<file path="config.mk">
export PLATFORM = sky130hd
export DESIGN_NAME = sync_length_xor_frame_parser
export DESIGN_NICKNAME = d
export VERILOG_FILES = /design/src/rtl/slxfp_pkg.sv /design/src/rtl/slxfp_core.sv /design/src/rtl/sync_length_xor_frame_parser.sv
export SDC_FILE = /design/constraint.sdc
export NUM_CORES = 1
export LEC_CHECK = 0
export BUFFER_PORTS_ARGS = -buffer_cell sky130_fd_sc_hd__buf_2
export CAP_MARGIN = 20
export CORE_MARGIN = 2
export CORE_UTILIZATION = 45
export DETAILED_ROUTE_END_ITERATION = 8
export GPL_TIMING_DRIVEN = 0
export PLACE_DENSITY = 0.74
export SLEW_MARGIN = 20
export SYNTH_ARGS = -nofsm -noshare
export SYNTH_HDL_FRONTEND = slang
export SYNTH_SLANG_ARGS = --single-unit
</file>
<file path="constraint.sdc">
create_clock -name clk_i -period 5 [get_ports clk_i]
set_input_delay 0 -clock clk_i [delete_from_list [all_inputs] [get_ports clk_i]]
set_output_delay 0 -clock clk_i [all_outputs]
set_load 0.01 [all_outputs]
</file>
<file path="src/rtl/slxfp_pkg.sv">
`default_nettype none

package slxfp_pkg;

  localparam int unsigned FRAME_BUF_LEN = 256;

  localparam int unsigned PosW = 9;

  localparam logic [7:0] SYNC_FIRST  = 8'hAA;
  localparam logic [7:0] SYNC_SECOND = 8'h55;

  localparam logic [PosW-1:0] POS_HUNT   = PosW'(0);
  localparam logic [PosW-1:0] POS_SYNC2  = PosW'(1);
  localparam logic [PosW-1:0] POS_LENGTH = PosW'(2);
  localparam logic [PosW-1:0] POS_CMD    = PosW'(3);

  localparam logic [PosW-1:0] BUF_LIMIT = PosW'(FRAME_BUF_LEN);

  typedef struct packed {
    logic [7:0]      echo_byte;
    logic [PosW-1:0] position;
    logic            in_frame;
    logic            frame_end;
    logic            frame_ok;
    logic            frame_abort;
    logic [7:0]      command;
  } result_t;

endpackage

`default_nettype wire

</file>
<file path="src/rtl/slxfp_core.sv">
`default_nettype none

module slxfp_core (
  input  wire logic             clk_i,
  input  wire logic             rst_ni,
  input  wire logic             step_i,
  input  wire logic [7:0]       byte_i,
  output slxfp_pkg::result_t    res_o
);

  logic [slxfp_pkg::PosW-1:0] idx_q, idx_d;
  logic [7:0]                 len_q, len_d;
  logic [7:0]                 xor_q, xor_d;
  logic [7:0]                 cmd_q, cmd_d;

  logic [7:0]                 len_eff;
  logic [7:0]                 xor_eff;
  logic [7:0]                 cmd_eff;
  logic [slxfp_pkg::PosW-1:0] end_pos;

  // length, xor and command as seen by the current word (taken live at their positions)
  always_comb begin
    len_eff = (idx_q == slxfp_pkg::POS_LENGTH) ? byte_i : len_q;
    xor_eff = (idx_q == slxfp_pkg::POS_LENGTH) ? 8'h00 : xor_q;
    cmd_eff = (idx_q == slxfp_pkg::POS_CMD) ? byte_i : cmd_q;
    end_pos = {1'b0, len_eff} + slxfp_pkg::POS_CMD;
  end

  always_comb begin
    idx_d = idx_q;
    len_d = len_q;
    xor_d = xor_q;
    cmd_d = cmd_q;

    res_o             = '0;
    res_o.echo_byte   = byte_i;
    res_o.position    = idx_q;

    if (idx_q == slxfp_pkg::POS_HUNT) begin
      if (byte_i == slxfp_pkg::SYNC_FIRST) begin
        res_o.in_frame = 1'b1;
        idx_d          = slxfp_pkg::POS_SYNC2;
      end
    end else if (idx_q == slxfp_pkg::POS_SYNC2) begin
      if (byte_i == slxfp_pkg::SYNC_SECOND) begin
        res_o.in_frame = 1'b1;
        idx_d          = slxfp_pkg::POS_LENGTH;
      end else if (byte_i == slxfp_pkg::SYNC_FIRST) begin
        res_o.in_frame = 1'b1;
      end else begin
        idx_d = slxfp_pkg::POS_HUNT;
      end
    end else begin
      len_d = len_eff;
      xor_d = xor_eff;
      cmd_d = cmd_eff;
      if (idx_q == end_pos) begin
        res_o.in_frame  = 1'b1;
        res_o.frame_end = 1'b1;
        res_o.frame_ok  = (xor_eff == byte_i);
        res_o.command   = cmd_eff;
        idx_d           = slxfp_pkg::POS_HUNT;
      end else if (idx_q >= slxfp_pkg::BUF_LIMIT) begin
        res_o.frame_abort = 1'b1;
        idx_d             = slxfp_pkg::POS_HUNT;
      end else begin
        res_o.in_frame = 1'b1;
        xor_d          = xor_eff ^ byte_i;
        idx_d          = idx_q + slxfp_pkg::PosW'(1);
      end
    end
  end

  always_ff @(posedge clk_i or negedge rst_ni) begin
    if (!rst_ni) begin
      idx_q <= slxfp_pkg::POS_HUNT;
      len_q <= '0;
      xor_q <= '0;
      cmd_q <= '0;
    end else if (step_i) begin
      idx_q <= idx_d;
      len_q <= len_d;
      xor_q <= xor_d;
      cmd_q <= cmd_d;
    end
  end

  a_idx_bounded : assert property (@(posedge clk_i) disable iff (!rst_ni)
    idx_q <= slxfp_pkg::BUF_LIMIT)
    else $error("frame position beyond buffer limit");

  a_end_rehunt : assert property (@(posedge clk_i) disable iff (!rst_ni)
    step_i && (res_o.frame_end || res_o.frame_abort) |=> idx_q == slxfp_pkg::POS_HUNT)
    else $error("hunt not restarted after frame end or abort");

  a_abort_excl : assert property (@(posedge clk_i) disable iff (!rst_ni)
    res_o.frame_abort |-> !res_o.in_frame && !res_o.frame_end)
    else $error("aborted word flagged as in frame");

  a_end_fields : assert property (@(posedge clk_i) disable iff (!rst_ni)
    !res_o.frame_end |-> !res_o.frame_ok && res_o.command == 8'h00)
    else $error("ok or command set outside frame end");

endmodule

`default_nettype wire

</file>
<file path="src/rtl/sync_length_xor_frame_parser.sv">
// Byte-stream deframer for frames of 0xAA 0x55 L, then L+1 bytes ending in an XOR
// checksum over the length byte and payload. Every accepted byte gives exactly one
// result word: the byte, its frame position, in-frame/end/abort flags, and at frame
// end the checksum verdict and the command byte (position 3). One byte per cycle is
// sustained while results are taken; a byte's result is registered in the result
// register after the byte passes from the input register through the combinational
// parse step. A stalled result holds the input register, so at most two bytes wait
// inside. Frames whose position reaches FRAME_BUF_LEN before their end are aborted.
`default_nettype none

module sync_length_xor_frame_parser (
  input  wire logic       clk_i,
  input  wire logic       rst_ni,

  input  wire logic       rx_valid_i,
  output logic            rx_ready_o,
  input  wire logic [7:0] rx_byte_i,

  output logic            res_valid_o,
  input  wire logic       res_ready_i,
  output logic [7:0]      echo_byte_o,
  output logic [8:0]      position_o,
  output logic            in_frame_o,
  output logic            frame_end_o,
  output logic            frame_ok_o,
  output logic            frame_abort_o,
  output logic [7:0]      command_o
);

  logic               in_valid_q;
  logic [7:0]         in_byte_q;
  logic               out_valid_q;
  slxfp_pkg::result_t out_q;
  slxfp_pkg::result_t res_next;
  logic               advance;

  // word moves from input register to result register when the result slot frees
  assign advance    = in_valid_q && (!out_valid_q || res_ready_i);
  assign rx_ready_o = !in_valid_q || advance;

  slxfp_core u_core (
    .clk_i  (clk_i),
    .rst_ni (rst_ni),
    .step_i (advance),
    .byte_i (in_byte_q),
    .res_o  (res_next)
  );

  always_ff @(posedge clk_i or negedge rst_ni) begin
    if (!rst_ni) begin
      in_valid_q  <= 1'b0;
      out_valid_q <= 1'b0;
    end else begin
      if (rx_ready_o) begin
        in_valid_q <= rx_valid_i;
      end
      if (advance) begin
        out_valid_q <= 1'b1;
      end else if (res_ready_i) begin
        out_valid_q <= 1'b0;
      end
    end
  end

  always_ff @(posedge clk_i) begin
    if (rx_valid_i && rx_ready_o) begin
      in_byte_q <= rx_byte_i;
    end
    if (advance) begin
      out_q <= res_next;
    end
  end

  assign res_valid_o   = out_valid_q;
  assign echo_byte_o   = out_q.echo_byte;
  assign position_o    = out_q.position;
  assign in_frame_o    = out_q.in_frame;
  assign frame_end_o   = out_q.frame_end;
  assign frame_ok_o    = out_q.frame_ok;
  assign frame_abort_o = out_q.frame_abort;
  assign command_o     = out_q.command;

  a_no_drop : assert property (@(posedge clk_i) disable iff (!rst_ni)
    in_valid_q && out_valid_q && !res_ready_i |=> in_valid_q)
    else $error("buffered word lost while result stalled");

  a_fill_result : assert property (@(posedge clk_i) disable iff (!rst_ni)
    advance |=> out_valid_q)
    else $error("parsed word not presented");

  a_ready_free : assert property (@(posedge clk_i) disable iff (!rst_ni)
    !in_valid_q |-> rx_ready_o)
    else $error("input stalled with empty input register");

endmodule

`default_nettype wire
</file>
* Word level (Yosys, flattened, before mapping)
Index checks and enable logic that the tools add are counted.
** Word-level totals
- Register bits after elaboration :: 72
- Output and inout port bits :: 31
- Logic and storage cells :: 65
- Input bits :: 12
** Operators by class
- Add/sub/neg operators :: 2
- Reductions and logical operators :: 13
- Order comparisons :: 1
- Equality and inequality tests :: 9
- Bitwise gates (word level) :: 4
- Mux-type cells :: 22
** Operators by type and width (count)
- 9-bit two-way mux :: 7
- 8-bit two-way mux :: 5
- 9-bit by 2-bit equality test with 1-bit output, second input constant :: 2
- 8-bit by 2-bit adder with 9-bit output, second input constant :: 1
- 9-bit by 1-bit adder with 9-bit output, second input constant :: 1
- 9-bit by 1-bit equality test with 1-bit output, second input constant :: 1
- 9-bit equality test :: 1
- 9-bit greater-or-equal comparator, second input constant :: 1
- 9-bit zero test :: 1
- 1-bit two-way mux :: 9
- 8-bit by 7-bit equality test with 1-bit output, second input constant :: 1
- 8-bit equality test :: 1
- 8-bit equality test, second input constant :: 1
- 8-bit bitwise XOR :: 1
- 3-bit AND reduction :: 2
- 3-bit OR reduction :: 2
- 4-bit by 3-bit != test with 1-bit output, second input constant :: 1
- 1-bit NOT :: 3
- 1-bit logical AND :: 2
- 1-bit zero test :: 2
- 1-bit logical OR :: 2
- 2-bit two-way mux :: 1
- 2-bit != test, second input constant :: 1
- 2-bit nonzero test :: 1
- 2-bit OR reduction :: 1

* Longest topological paths before layout
- Depth after elaboration :: 7
- Depth in mapped cells :: 17
- Depth with buffers taken out :: 14

* By module
From an unflattened synthesis, not the netlist that was laid out.
** Unflattened totals
- Cells, all modules :: 350
- Area total of the unflattened synthesis :: 3885.0 µm²
** Modules (own cells, without submodules)
- slxfp_core :: sequential area each 825.8 µm², area each 2670.1 µm², cells an instance 305, times used 1
- sync_length_xor_frame_parser :: sequential area each 1161.1 µm², area each 1214.9 µm², cells an instance 45, times used 1

* Worst setup path before layout
No wires, ideal clock.
- Path kind :: register to register
- Start :: register u_core.idx_q[0] in the netlist's numbering
- End :: register u_core.xor_q[0]
- Clock period less this slack :: 3507 ps
- Arrival time :: 3411 ps
- Buffers on the path :: 3
- Data required time :: 4904 ps
- Setup time :: 96 ps
- Cell stages (with the launch flop) :: 18
- Slack :: 1493 ps
- Cells stage by stage :: dfrtp_1 inv_1 ha_1 nor4b_4 nand2_2 buf_2 mux2i_1 ha_1 xnor2_1 inv_1 nand4_1 o211ai_1 nand4_1 or3_1 buf_6 and4_1 buf_6 a311oi_2
** Between the ends
- Cells in the longest elaborated chain, start to end :: 5
- Elaborated cells on any way between the ends :: 14
- Classes of those cells :: add/sub: 1; order compare: 1; eq/ne: 3; mux: 4; bitwise: 3; reduce/logical: 2
** Ends and longest elaborated chain
- from (decl) :: line slxfp_core.sv:11 : logic [slxfp_pkg::PosW-1:0] idx_q, idx_d;
- from (signal assigned) :: line slxfp_core.sv:76 : idx_q <= slxfp_pkg::POS_HUNT;
- from (signal assigned) :: line slxfp_core.sv:81 : idx_q <= idx_d;
- 9-bit by 2-bit equality test with 1-bit output :: line slxfp_core.sv:23, slxfp_core.sv:24
- 8-bit two-way mux (on tied branches) :: line slxfp_core.sv:23, slxfp_core.sv:24
- 8-bit by 2-bit adder with 9-bit output or 8-bit bitwise XOR (tied branches) :: line slxfp_core.sv:26, slxfp_core.sv:68
- 9-bit equality test or 8-bit two-way mux (tied branches) :: line slxfp_core.sv:57, slxfp_core.sv:63
- 8-bit two-way mux :: line slxfp_core.sv:57 : if (idx_q == end_pos) begin
- to (signal assigned) :: line slxfp_core.sv:83 : xor_q <= xor_d;
- to (decl) :: line slxfp_core.sv:13 : logic [7:0] xor_q, xor_d;
Several ways; a longest one is shown, not always the timed one.
A chain may end at the register's enable or synchronous reset.

* Worst setup path after layout
- Start :: register u_core.idx_q[0] in the netlist's numbering
- End :: register out_q (netlist bit command_o[4]), data pin
** Between the ends
- Cells in the longest elaborated chain, start to end :: 6
- Elaborated cells on any way between the ends :: 10
- Classes of those cells :: add/sub: 1; eq/ne: 4; mux: 2; bitwise: 1; reduce/logical: 2
** Ends and longest elaborated chain
- 9-bit by 2-bit equality test with 1-bit output :: line slxfp_core.sv:23 : len_eff = (idx_q == slxfp_pkg::POS_LENGTH) ? byte_i : len_q;
- 8-bit two-way mux :: line slxfp_core.sv:23
- 8-bit by 2-bit adder with 9-bit output :: line slxfp_core.sv:26 : end_pos = {1'b0, len_eff} + slxfp_pkg::POS_CMD;
- 9-bit equality test :: line slxfp_core.sv:57
- 1-bit NOT (no line)
- 3-bit OR reduction (no line)
- to (signal assigned) :: line sync_length_xor_frame_parser.sv:70 : out_q <= res_next;
- to (decl) :: line sync_length_xor_frame_parser.sv:33 : slxfp_pkg::result_t out_q;
Several ways; a longest one is shown, not always the timed one.

==> impl_metrics.py <==
metrics = {
    "yosys": {
        "adder_cell_share_of_the_synthesized_area_pct": 1.59,
        "synth_fp_nets": 379,
        "synth.yosys.seq_area_share_pct": 50.4,
        "syn_avg_cell_area_um2": 10.9,
        "proportion_of_synthesized_area_in_mux_cells_pct": 6.28,
        "syn_inst": 362,
        "synth.yosys.warnings": 0,
        "synthTopCellsByArea": "sky130_fd_sc_hd__edfxtp_1, sky130_fd_sc_hd__dfrtp_1, sky130_fd_sc_hd__mux2_2",
        "postSynth.topFlopCell": "sky130_fd_sc_hd__edfxtp_1",
        "synth_cell_type_count": 58,
        "yosys.area_share.simple_pct": 19.4,
        "synthXorXnorAreaFrac_pct": 2.67,
        "synth-compound-area-share_pct": 14.5,
        "synth_enable_flop_cells": 37,
        "synth_seq_cells": 72,
        "synth_top_area_cell": "sky130_fd_sc_hd__edfxtp_1",
        "mappedNetlistArea_mm2": 0.00394,
        "synth_top_family_by_area": "simple AND/OR/NAND/NOR gates",
        "share_of_flip_flops_with_an_asynchronous_set_or_reset_pct": 48.6,
        "yosysTopAreaCellShare_pct": 28.2,
    },
    "cells_and_area": {
        "insertedDiodeCount": 0,
        "areaGrowthSynthToFinish_pct": 17.8,
        "final_net_count": 444,
        "nFillCells": 728,
        "drive_gt1_share_pct": 23.8,
    },
    "clock_network": {
        "max-clock-path-buffers": 2,
        "clock_tree.root_cell": "sky130_fd_sc_hd__clkbuf_8",
        "tritoncts": "done",
        "postCtsResizedCells": 0,
        "cts_made_buffers": 9,
        "clock_latency_ns": 0.35,
        "hold_buffers": 12,
        "clock_sink_count": 72,
        "cts.htree.levels": 3,
        "cts.repair_timing.setup_buffer_count": 0,
        "clk_pin_slew_worst_paths_ns": 0.08,
    },
    "status": {
        "status": "completed",
    },
    "critical_path": {
        "timing.reg2reg.setup_slack_ns": 0.47,
        "crit_type": "reg -> reg",
        "worst_ep_required_time_ns": 5.18,
        "crit_path_end_kind": "flop",
        "arrival_ns": 4.71,
        "timing.critical_path.cells": "inv_1 -> ha_1 -> nor4b_4 -> nand2_2 -> buf_2 -> mux2i_1 -> ha_1 -> xnor2_1 -> inv_1 -> nand4_1 -> o211ai_1 -> nand2_1 -> nor4_1 -> nand3_1 -> a21oi_1",
        "slowest_delay_ns": 0.57,
        "cp_top_family": "simple AND/OR/NAND/NOR gates",
        "worstSetupStartpointType": "flop",
        "cp_slowest_cell": "sky130_fd_sc_hd__nor4_1",
        "worstPathBufferInverterCount": 3,
        "cp_max_fo": 10,
    },
    "drt": {
        "detailedRoute.firstPassIterationCount": 7,
        "vias_after_detailed_routing": 3235,
        "viasPerCell": 5.99,
        "detail-route-antenna-nets": 0,
        "finalWirelength_mm": 9.56,
        "drc": 0,
        "avgRoutedWirePerCell_um": 17.7,
        "drt_iter0_drc": 202,
    },
    "die": {
        "core_region_area_mm2": 0.00859,
        "floorplan.initialDensity_pct": 45.9,
        "std_cell_rows": 34,
        "floorplan.die_area_mm2": 0.00953,
        "floorplan.io_pins": 43,
        "die-width_um": 97.6,
        "dieHeight_um": 97.6,
    },
    "global_routing": {
        "global_route.overflow_total": 0,
        "grt_start_max_net_pins": 36,
        "antenna_found_initial": 0,
        "number_of_global_route_vias_before_repair": 3176,
        "global_route_wire_length_before_repair_mm": 15.6,
        "global_route.usage.total_pct": 20.6,
    },
    "timing": {
        "number_of_endpoints_with_negative_hold_slack_in_the_final_report": 0,
        "rsz0062_at_grt": "false",
        "timing.setup.tns_ns": 0,
        "fmax_ghz": 0.221,
        "slew_viol_final": 0,
        "max_slew.worst_pin.slew_ns": 0.800,
        "period_needed_ns": 4.53,
        "worst_slew_margin_rel_pct": 46.6,
        "period_share_pct": 90.6,
        "clock_skew_ns": 0.0112,
        "finalSetupViolations": 0,
        "layout_setup_ws_ns": 0.472,
    },
    "pwr": {
        "ir_drop_mv": 0.165,
        "cellPowerDensity_mw_per_mm2": 528,
        "p_leak_nw": 1.84,
    },
    "placement": {
        "post_placement_setup_slack_ns": 0.629,
        "dp_hpwl_mm": 6.43,
        "gp_congestion": 0.896,
        "buffer_ports.inserted": 42,
    },
    "flow_run": {
        "number_of_max_cap_violations": 0,
    },
    "hold_path": {
        "min-delay-path-class": "in -> async",
    },
}
==> final cells by class <==
cell class | instances | area (um2) | area share, %
multi-input combinational | 252 | 1750 | 37.7
tap | 108 | 135 | 2.91
clock buffer | 11 | 131 | 2.83
inverter | 12 | 45.0 | 0.970
buffer | 26 | 161 | 3.48
sequential | 72 | 1990 | 42.8
timing repair buffer | 54 | 330 | 7.11
clock inverter | 5 | 104 | 2.24
==> stage by stage <==
stage          area [um2]  power (mW)  utilization [%]  std cells  hold slack [ns]
6_report             4640        2.45             54.0        540            0.271
5_1_grt              4640        2.60             54.0        540            0.360
4_1_cts              4640        2.45             54.0        540            0.305
3_5_place_dp         4290        1.87             49.9        512            0.141
3_3_place_gp         4290        1.84             49.9        512            0.136
2_1_floorplan        3940        1.64                -        362           -0.296
==> final timing paths <==
kind,startpoint,endpoint,cells after the start
min,rst_ni,u_core.idx_q[7],2
max reg2reg,u_core.idx_q[0],command_o[4],15
max,u_core.idx_q[0],command_o[4],15
min reg2reg,u_core.idx_q[6],position_o[6],0
min in group clk_i,rx_byte_i[0],in_byte_q[0],2
max in group asynchronous,rst_ni,u_core.len_q[5],2
==> cell families after synthesis <==
family          Yosys count
flops                    72
fa+ha+maj                 5
buf+inv                  38
mux                      23
compound gates           74
xor+xnor                 12
simple gates            138
==> metal layers <==
layer / up-vias / wire length (um) / GRT usage, %
met5: - / 0 / 0
met4: 0 / 237 / 9.19
met3: 26 / 520 / 4.03
met2: 136 / 4650 / 34.1
met1: 1577 / 4150 / 26.1
li1: 1496 / - / -
==> report_power, final <==
group | leakage (nW) | switching [mW] | internal (mW)
logic | 0.912 | 0.552 | 0.412
registers | 0.806 | 0.154 | 0.774
clock network | 0.118 | 0.228 | 0.333
==> flip-flops by register name, summed over array words and instances, names as in the netlist <==
name,cells
command_o,8
echo_byte_o,8
frame_abort_o,1
frame_end_o,1
frame_ok_o,1
in_byte_q,8
in_frame_o,1
in_valid_q,1
position_o,9
res_valid_o,1
u_core.cmd_q,8
u_core.idx_q,9
u_core.len_q,8
u_core.xor_q,8
==> cells in the final DEF, fill, tap and decap left out, drive strengths merged, types with 3 or more instances in the layout <==
cell type / n
nand2b: 7
ha: 5
bufinv: 3
clkbuf: 20
mux2i: 9
nor4bb: 3
nand3: 24
nor4b: 3
a21oi: 16
xnor2: 10
o21ai: 13
nand4: 11
nor3: 6
o32ai: 3
a311oi: 9
mux2: 14
nor4: 6
o211ai: 3
edfxtp: 37
buf: 59
and3: 5
nor2: 24
and2: 7
dfrtp: 35
dlygate4sd3: 12
a31oi: 6
inv: 12
nand2: 33
a32oi: 9
==> synthesized netlist by cell type (all sizes together) (3+ instances only) <==
library cell and instances:
nor3 6, nor2 24, buf 17, nand4 11, xnor2 10, nand2b 7, a32oi 9, inv 11
a31oi 6, nor4b 3, mux2i 9, nor4 6, a21oi 16, mux2 14, o32ai 3, and3 5
clkbuf 9, o21ai 13, nand3 24, and2 7, nor4bb 3, ha 5, o211ai 3, edfxtp 37
a311oi 9, dfrtp 35, nand2 33
Note: power is estimated with default switching activity, not from simulation.
